$ cat src/bsbcd_pkg.sv
// Package for the signed binary to packed BCD converter.
// Holds widths, sign nibble codes, the controller/datapath structs and
// the elaboration-time range helper. No dependencies.
package bsbcd_pkg;

  // Fixed word width of the input and of the packed result
  localparam int DATA_W = 32;

  // Default number of decimal digit nibbles
  localparam int DIGITS_DEF = 7;

  // Sign nibble codes
  localparam logic [3:0] SIGN_POS = 4'hC;
  localparam logic [3:0] SIGN_NEG = 4'hD;

  // Commands from the controller to the datapath
  typedef struct packed {
    logic load;   // capture the input request
    logic check;  // take magnitude, test zero and range
    logic step;   // one shift-and-add-3 iteration
    logic last;   // final iteration: write the packed word
  } cmd_t;

  // Status from the datapath to the controller
  typedef struct packed {
    logic special;  // zero or out of range: result is the input pattern
  } status_t;

  // Largest magnitude that fits in the given number of digits (10^d - 1)
  function automatic logic [DATA_W-1:0] max_mag(input int digits);
    logic [DATA_W-1:0] lim;
    lim = 1;
    for (int k = 0; k < digits; k++) begin
      lim = DATA_W'(lim * 10);
    end
    return DATA_W'(lim - 1);
  endfunction

endpackage

$ cat src/bsbcd_ctrl.sv
// Controller for the signed binary to packed BCD converter.
// Sequences capture, range check and the shift-and-add-3 iterations.
// Depends on bsbcd_pkg.
module bsbcd_ctrl #(
  parameter int MAG_BITS = 24
) (
  input  logic              clk,
  input  logic              rst,
  input  logic              start,
  input  bsbcd_pkg::status_t status,
  output bsbcd_pkg::cmd_t    cmd,
  output logic              busy,
  output logic              done
);
  import bsbcd_pkg::*;

  localparam int CNT_W = $clog2(MAG_BITS);
  localparam logic [CNT_W-1:0] CNT_LAST = CNT_W'(MAG_BITS - 1);

  typedef enum logic [3:0] {
    ST_IDLE  = 4'b0001,
    ST_CHECK = 4'b0010,
    ST_SHIFT = 4'b0100,
    ST_DONE  = 4'b1000
  } state_t;

  state_t           state, state_next;
  logic [CNT_W-1:0] cnt, cnt_next;

  // Next state and iteration count
  always_comb begin
    state_next = state;
    cnt_next   = cnt;
    cmd        = '0;
    unique case (state)
      ST_IDLE: begin
        if (start) begin
          cmd.load   = 1'b1;
          state_next = ST_CHECK;
        end
      end
      ST_CHECK: begin
        cmd.check = 1'b1;
        cnt_next  = '0;
        if (status.special) begin
          state_next = ST_DONE;
        end else begin
          state_next = ST_SHIFT;
        end
      end
      ST_SHIFT: begin
        cmd.step = 1'b1;
        if (cnt == CNT_LAST) begin
          cmd.last   = 1'b1;
          state_next = ST_DONE;
        end else begin
          cnt_next = cnt + 1'b1;
        end
      end
      ST_DONE: begin
        state_next = ST_IDLE;
      end
      default: begin
        state_next = ST_IDLE;
      end
    endcase
  end

  always_ff @(posedge clk) begin
    if (rst) begin
      state <= ST_IDLE;
      cnt   <= '0;
    end else begin
      state <= state_next;
      cnt   <= cnt_next;
    end
  end

  assign busy = (state != ST_IDLE);
  assign done = (state == ST_DONE);

endmodule

$ cat src/bsbcd_dp.sv
// Datapath for the signed binary to packed BCD converter.
// Input pattern register, magnitude shifter, BCD digit register, result.
// Depends on bsbcd_pkg.
module bsbcd_dp #(
  parameter int DIGITS   = bsbcd_pkg::DIGITS_DEF,
  parameter int MAG_BITS = 24
) (
  input  logic                             clk,
  input  bsbcd_pkg::cmd_t                  cmd,
  input  logic signed [bsbcd_pkg::DATA_W-1:0] value,
  output bsbcd_pkg::status_t               status,
  output logic [bsbcd_pkg::DATA_W-1:0]     packed_res
);
  import bsbcd_pkg::*;

  localparam int BCD_W = 4 * DIGITS;
  localparam logic [DATA_W-1:0] MAX_MAG = max_mag(DIGITS);

  logic [DATA_W-1:0]   pattern;
  logic [DATA_W-1:0]   abs_val;
  logic [MAG_BITS-1:0] mag;
  logic [BCD_W-1:0]    bcd;
  logic [BCD_W-1:0]    bcd_adj;
  logic [BCD_W-1:0]    bcd_next;
  logic                neg;
  logic [DATA_W-1:0]   word;

  // Magnitude and special-case test on the captured pattern
  assign abs_val = pattern[DATA_W-1] ? (DATA_W'(0) - pattern) : pattern;
  assign status.special = (pattern == '0) || (abs_val > MAX_MAG);

  // Add 3 to every digit of 5 or more, then shift in the next magnitude bit
  always_comb begin
    for (int d = 0; d < DIGITS; d++) begin
      if (bcd[4*d +: 4] >= 4'd5) begin
        bcd_adj[4*d +: 4] = bcd[4*d +: 4] + 4'd3;
      end else begin
        bcd_adj[4*d +: 4] = bcd[4*d +: 4];
      end
    end
    bcd_next = {bcd_adj[BCD_W-2:0], mag[MAG_BITS-1]};
  end

  // Packed word: sign nibble low, digits above, unused nibbles zero
  always_comb begin
    word = '0;
    word[3:0] = neg ? SIGN_NEG : SIGN_POS;
    word[4 +: BCD_W] = bcd_next;
  end

  always_ff @(posedge clk) begin
    if (cmd.load) begin
      pattern <= $unsigned(value);
    end
    if (cmd.check) begin
      // Zero and out-of-range both return the pattern as is
      packed_res <= pattern;
      mag        <= abs_val[MAG_BITS-1:0];
      bcd        <= '0;
      neg        <= pattern[DATA_W-1];
    end
    if (cmd.step) begin
      bcd <= bcd_next;
      mag <= {mag[MAG_BITS-2:0], 1'b0};
    end
    if (cmd.last) begin
      packed_res <= word;
    end
  end

endmodule

$ cat src/binary_to_signed_packed_bcd.sv
// Top level of the signed binary to packed BCD converter.
// Joins the controller and the datapath. Depends on bsbcd_pkg,
// bsbcd_ctrl and bsbcd_dp.
//
//   Channel   Ports                 Handshake
//   --------  --------------------  ----------------------------------
//   request   start, value          taken when start=1 and busy=0
//   result    done, packed_res      valid for the one cycle done=1
//
// Each request goes from acceptance through a range-check state, one
// shift-and-add-3 iteration per magnitude bit in the loop, then the
// done state. Zero and out-of-range inputs skip the loop and go from
// the range check straight to the done state.
// busy rises after acceptance and stays high through the done cycle.
// Reset (rst, synchronous) returns the controller to idle.
// The result cannot be held off; it is shown for exactly one cycle.
module binary_to_signed_packed_bcd #(
  parameter int DIGITS = bsbcd_pkg::DIGITS_DEF
) (
  input  logic                                clk,
  input  logic                                rst,
  input  logic                                start,
  input  logic signed [bsbcd_pkg::DATA_W-1:0] value,
  output logic                                busy,
  output logic                                done,
  output logic [bsbcd_pkg::DATA_W-1:0]        packed_res
);
  import bsbcd_pkg::*;

  // Magnitude bits needed for the largest in-range value
  localparam int MAG_BITS = $clog2(max_mag(DIGITS) + 1);

  cmd_t    cmd;
  status_t status;

  bsbcd_ctrl #(
    .MAG_BITS (MAG_BITS)
  ) u_ctrl (
    .clk    (clk),
    .rst    (rst),
    .start  (start),
    .status (status),
    .cmd    (cmd),
    .busy   (busy),
    .done   (done)
  );

  bsbcd_dp #(
    .DIGITS   (DIGITS),
    .MAG_BITS (MAG_BITS)
  ) u_dp (
    .clk        (clk),
    .cmd        (cmd),
    .value      (value),
    .status     (status),
    .packed_res (packed_res)
  );

endmodule
$ cat config.mk
export PLATFORM = sky130hd
export DESIGN_NAME = binary_to_signed_packed_bcd
export DESIGN_NICKNAME = d
export VERILOG_FILES = /design/src/bsbcd_pkg.sv /design/src/bsbcd_ctrl.sv /design/src/bsbcd_dp.sv /design/src/binary_to_signed_packed_bcd.sv
export SDC_FILE = /design/constraint.sdc
export NUM_CORES = 1
export LEC_CHECK = 0
export BUFFER_PORTS_ARGS = -buffer_cell sky130_fd_sc_hd__buf_2
export CAP_MARGIN = 5
export CORE_ASPECT_RATIO = 2
export CORE_MARGIN = 2
export CORE_UTILIZATION = 38
export CTS_CLUSTER_SIZE = 16
export DETAILED_ROUTE_END_ITERATION = 7
export MAX_ROUTING_LAYER = met4
export PLACE_DENSITY = 0.62
export SYNTH_ARGS = -nofsm -noshare
export SYNTH_HDL_FRONTEND = slang
export SYNTH_SLANG_ARGS = --single-unit
$ cat constraint.sdc
create_clock -name clk -period 3.7 [get_ports clk]
set_input_delay 0.185 -clock clk [delete_from_list [all_inputs] [get_ports clk]]
set_output_delay 0.185 -clock clk [all_outputs]
set_load 0.1 [all_outputs]
Yosys cells after proc, flatten, opt, wreduce, memory -nomap -nowiden
Index checks and enable logic that the tools add are counted.
Widths: inputs -> output; s select.
{ "word_totals": {"ff_bits": 126, "latchBits": 0, "mem_bits_rw": 0, "mem_bits_ro": 0, "in_bits": 35, "out_inout_bits": 34, "elab_cells": 67, "n_memories": 0} }
{ "classes": {"addsub": 9, "mul": 0, "n_div": 0, "n_lt_le_gt_ge": 8, "eq_ne": 9, "shift": 0, "muxes": 26, "bitwise": 0, "n_reduce_logical": 7} }
{ "op_table": {"columns": ["cell", "count"], "rows": [
  ["$mux 32", 3],
  ["$mux 28", 2],
  ["$mux 24", 2],
  ["$mux 4", 9],
  ["$gt 32x24->1 const B", 1],
  ["$logic_not 32->1", 1],
  ["$sub 1x32->32 const A", 1],
  ["$ge 4x3->1 const B", 7],
  ["$add 4x2->4 const B", 6],
  ["$pmux 4 s3", 1],
  ["$pmux 5 s2", 1],
  ["$reduce_bool 2->1", 3],
  ["$add 5x1->5 const B", 1],
  ["$eq 5x5->1 const B", 1],
  ["$mux 1", 5],
  ["$mux 5", 1],
  ["$eq 4x1->1 const B", 1],
  ["$eq 4x2->1 const B", 1],
  ["$eq 4x3->1 const B", 1],
  ["$eq 4x4->1 const B", 1],
  ["$ne 2x2->1 const B", 2],
  ["$ne 4x1->1 const B", 1],
  ["$reduce_and 2->1", 2],
  ["$add 3x2->3 const B", 1],
  ["4 further kinds", 4]
]} }

Depth between registers and ports, before layout
{ "logic_depth": {"depth_word": 6, "ltp_mapped": 11, "mapped_depth_nobuf": 10} }

By module
From an unflattened synthesis, not the netlist that was laid out.
{ "hier_totals": {"hier_cells": 559, "hier_area_um2": 6398.6} }
{ "by_module_without_submodules": {"columns": ["mod", "n_inst", "cells_per_inst", "area_per_inst_um2", "seq_area_each_um2"], "rows": [
  ["bsbcd_dp", 1, 505, 5914.4, 3503.4],
  ["bsbcd_ctrl", 1, 54, 484.2, 180.2]
]} }

Worst setup path before layout
OpenSTA, ideal clock, no wires.
{ "synth_timing": {"kind": "register to output", "from": "register u_ctrl.state[0]", "to": "output port done", "t_arrival_ps": 3465, "t_required_ps": 3515, "setup_slack_ps": 50, "stages_incl_launch_ff": 2, "path_buffers": 0, "cell_sequence": "dfxtp_1 > nor4b_1"} }
{ "synth_via": {"elab_chain_len": 1} }
{ "synth_rtl": {"columns": ["element", "line", "source"], "rows": [
  ["start, declared", "bsbcd_ctrl.sv:27", "state_t state, state_next;"],
  ["start signal, assigned", "bsbcd_ctrl.sv:74", "state <= state_next;"],
  ["$eq 4x4->1", "bsbcd_ctrl.sv:80", "assign done = (state == ST_DONE);"],
  ["end, declared", "binary_to_signed_packed_bcd.sv:25", "output logic done,"]
]} }
Every way passes these cells.

Worst setup path after layout
{ "layout_timing": {"from": "register u_dp.pattern[0]", "to": "register u_ctrl.state[3]"} }
{ "layout_via": {"elab_chain_len": 6, "elab_cells_between_ends": 7, "classes_between": "1 x add/sub; 1 x order compare; 3 x mux; 2 x reduce/logical"} }
{ "layout_rtl": {"columns": ["element", "line", "source"], "rows": [
  ["start, declared", "bsbcd_dp.sv:19", "logic [DATA_W-1:0] pattern;"],
  ["start signal, assigned", "bsbcd_dp.sv:53", "pattern <= $unsigned(value);"],
  ["$sub 1x32->32", "bsbcd_dp.sv:29", "assign abs_val = pattern[DATA_W-1] ? (DATA_W'(0) - pattern) : pattern;"],
  ["$mux 32", "bsbcd_dp.sv:29", null],
  ["$gt 32x24->1", "bsbcd_dp.sv:30", "assign status.special = (pattern == '0) || (abs_val > MAX_MAG);"],
  ["$logic_or 1x1->1 (*)", "bsbcd_dp.sv:30", null],
  ["$mux 4 (*)", "bsbcd_ctrl.sv:45", "if (status.special) begin"],
  ["$pmux 4 s3 (*)", "bsbcd_ctrl.sv:35", "unique case (state)"]
]} }
Every way passes the cells marked *; elsewhere a longest branch is shown, timed or not.
A chain may end at the register's enable or synchronous reset.

==> run summary <==
outcome - completed
Final setup violation count - 0
reg2reg start - u_dp.pattern[0]
power per cell area - 453.0 nW/µm²
Wirelength per Cell - 17.35 µm
# fillers - 1544
Post-route DRC - 0
Worst-Skew Late Latency - 0.43 ns
multi-input logic area - 2608 µm²
Reg area - 3684 µm²
routed wire length - 15960 µm
CP peak stage delay - 0.63 ns
detailed-route via count - 4891
arrival time worst endpoint - 3.73 ns
RSZ-0062 raised after global routing - no
Crit Path Max Fanout - 7
number of CTS-inserted buffers - 17
Vias/cell - 5.316
starting density of the core - 0.3881
Startpoint Class - register
Reg clk slew, reported paths - 0.06 ns
register area share after synthesis - 0.5660
Core Rows - 67
TritonCTS clock tree - yes
IO Port Bufs - 68
Max Root-Sink Buffers - 2
top achievable clock speed - 297.5 MHz
Die W - 96.54 µm
CP Cell Sequence - inv_1 -> ha_1 -> or4b_1 -> o41ai_1 -> xor2_1 -> a211oi_1 -> nand3_1 -> o21ba_1 -> a211oi_1 -> o31a_1
number of warnings issued by yosys - 0
WL met2 - 8675 µm
mean post-synth cell area - 10.83 µm²
num ports - 69
top cell type's share of synthesized area - 0.5353
CP most frequent cell - a211oi_1
Leakage Power - 2.913 nW
Yosys reg bits - 126
internal power - 0.002769 W
Tcrit/Tclk final - 0.9084
CP max-delay cell - or4b_1
H-tree levels - 4
R2R Path End - u_ctrl.state[3]
share of layout cells above drive strength 1 - 0.1809
die height - 189.1 µm
Setup CP Type - reg -> reg
first-pass GRT wire length - 25270 µm
pre-CTS setup slack - 0.3801 ns
CTS resizes - 0
Post-Route M1 WL - 6081 µm
CTS Root Cell - clkbuf_16
max layer used - met4
FF-to-FF path depth - 10
Post-synth EDFFs - 116
HP Class - in -> reg
Ant. Diodes - 0
DRT iter0 DRCs - 263
Synthesized Nets - 652
Syn Inst Count - 601
Sinks on Clock Net - 126
DRT antenna net count - 0
Clock power frac - 0.458
vias in the first global route - 4909
Core Region - 16770 µm²
WP depth - 10
largest net degree at the start of global routing - 60
Worst Setup SP - u_dp.pattern[0]
Critical Path RT - 4.07 ns
Synth Cell Area - 6507 µm²
fin crit period - 3.361 ns
crit path capture type - register
Synth cell types - 60
most frequent cells in the layout - 116 x edfxtp_1, 75 x nand2_1, 70 x o21ai_0, 68 x buf_2, 48 x nor2_1
maximum vdd drop - 333.8 µV
Switch Pwr - 0.0008454 W
routability cong. - 0.9436
part of the power in registers - 0.461
CP Capture Point - u_ctrl.state[3]
total chip power - 0.003614 W
worst relative slew slack - 0.5270
TNS Setup - 0 ns
worst path bufs/invs - 1
MaxCap Viol Count - 0
cell taking the most area after synthesis - edfxtp_1
worst clock skew - 0.008674 ns
drt pass-1 iters - 5
die area - 18250 µm²
Slew Viols, Final - 0
Worst R2R Setup Slack - 0.34 ns
post-CTS repair timing setup buffer count - 0
hpwl dp - 11460 µm
Logic pwr share - 0.081
worst setup margin - 0.3388 ns
dominant synthesized flop cell - edfxtp_1
Final Hold Fails - 0
switching share of power - 0.2339
antenna violations before repair - 0
P&R area growth vs syn - 22.59%
Least-Margin Pin Slew - 0.7095 ns
GRT overflow - 0
Final Net Count - 751
commonest non-fill, non-tap cell in the layout - edfxtp_1
total track usage - 0.1914
met3 wire len - 526 µm
asr flop ratio synth - 0
top cells by area, synth - edfxtp_1 54%, o21ai_0 5.4%, nand2_1 4.3%, dfxtp_1 3.1%, ha_1 3.1%
Crit path max-delay family - compound AO/OA/AOI/OAI gates
-- registers in the layout (all words and copies together) (netlist names) --
signal / cells
u_dp.neg: 1
u_dp.bcd: 28
u_dp.mag: 24
u_dp.pattern: 32
u_ctrl.cnt: 5
u_dp.packed_res: 32
u_ctrl.state: 4
-- layer usage --
layer,vias to the layer above,track usage
met2,133,0.3277
met5,-,-
met1,2327,0.2033
li1,2396,-
met3,35,0.02666
met4,0,0.1143
-- Yosys cell counts (all sizes together), types with 4 or more instances --
library cell	count
edfxtp	116
nand2	77
o21ai	70
nor2	48
a21oi	28
clkbuf	26
inv	24
xnor2	17
ha	16
xor2	16
nor3b	14
nand2b	13
nor4	13
dfxtp	10
mux2	9
nand3	9
nor3	8
nand4	6
nor4b	6
o41ai	6
or3	6
a211oi	5
buf	5
or2	5
or4	5
a31oi	4
nand3b	4
-- cell families (layout without fill, tap and decap cells) --
kind of cell               count (synthesis)  in the layout  share of synthesized area
muxes                                      9              9                    0.01615
adders and majority gates                 16             16                    0.03076
and+or+nand+nor                          226            226                     0.1854
xor gates and xnor gates                  33             33                    0.04441
buffers and inverters                     55            167                    0.03422
DFF                                      126            126                     0.5660
AOI/OAI and AO/OA                        136            136                     0.1231
-- worst min-delay path by stage --
stage	start	end	slack, ns	depth (start not counted)
final	start	u_ctrl.state[1]	0.03	3
after global routing	start	u_ctrl.state[1]	0.04	3
after CTS	start	u_ctrl.state[1]	0.01	3
after detailed placement	value[12]	u_dp.pattern[12]	0.36	1
after global placement	value[18]	u_dp.pattern[18]	0.36	1
after floorplan	value[0]	u_dp.pattern[0]	0.28	0
-- tightest hold or removal path: stages --
cell and delay [ns]:
buf_2 0.07, nand2_1 0.06, nor2_1 0.09
-- per-stage QoR --
stage                       util  area, µm²  cells  hold WS, ns
after CTS                 0.4758       7978    920      0.01264
after detailed placement  0.4220       7076    856       0.3631
final                     0.4758       7978    920      0.02520
after global routing      0.4758       7978    920      0.03635
after floorplan                -       6507    601       0.2839
after global placement    0.4220       7076    856       0.3633
-- timing repair --
item | 4_1_cts | 5_1_grt
setup endpoints to repair | 0 | 0
endpoints found under the hold margin | 32 | 0
hold buffers | 32 | 0
-- power by group through the flow --
stage | logic (W) | clock network [W] | registers [W]
2_1_floorplan | 0.000169 | 0 | 0.00170
3_3_place_gp | 0.000265 | 0 | 0.00169
3_5_place_dp | 0.000267 | 0 | 0.00169
4_1_cts | 0.000295 | 0.00169 | 0.00166
5_1_grt | 0.000319 | 0.00175 | 0.00167
6_report | 0.000292 | 0.00166 | 0.00167
-- layout make-up --
class	count	area share
Multi-Input combinational cell	420	0.3269
Timing Repair Buffer	111	0.09473
Sequential cell	126	0.4617
Tap cell	207	0.03247
Clock buffer	20	0.05474
Clock inverter	12	0.01819
Inverter	24	0.01129
Note: power is estimated with default switching activity, not from simulation.
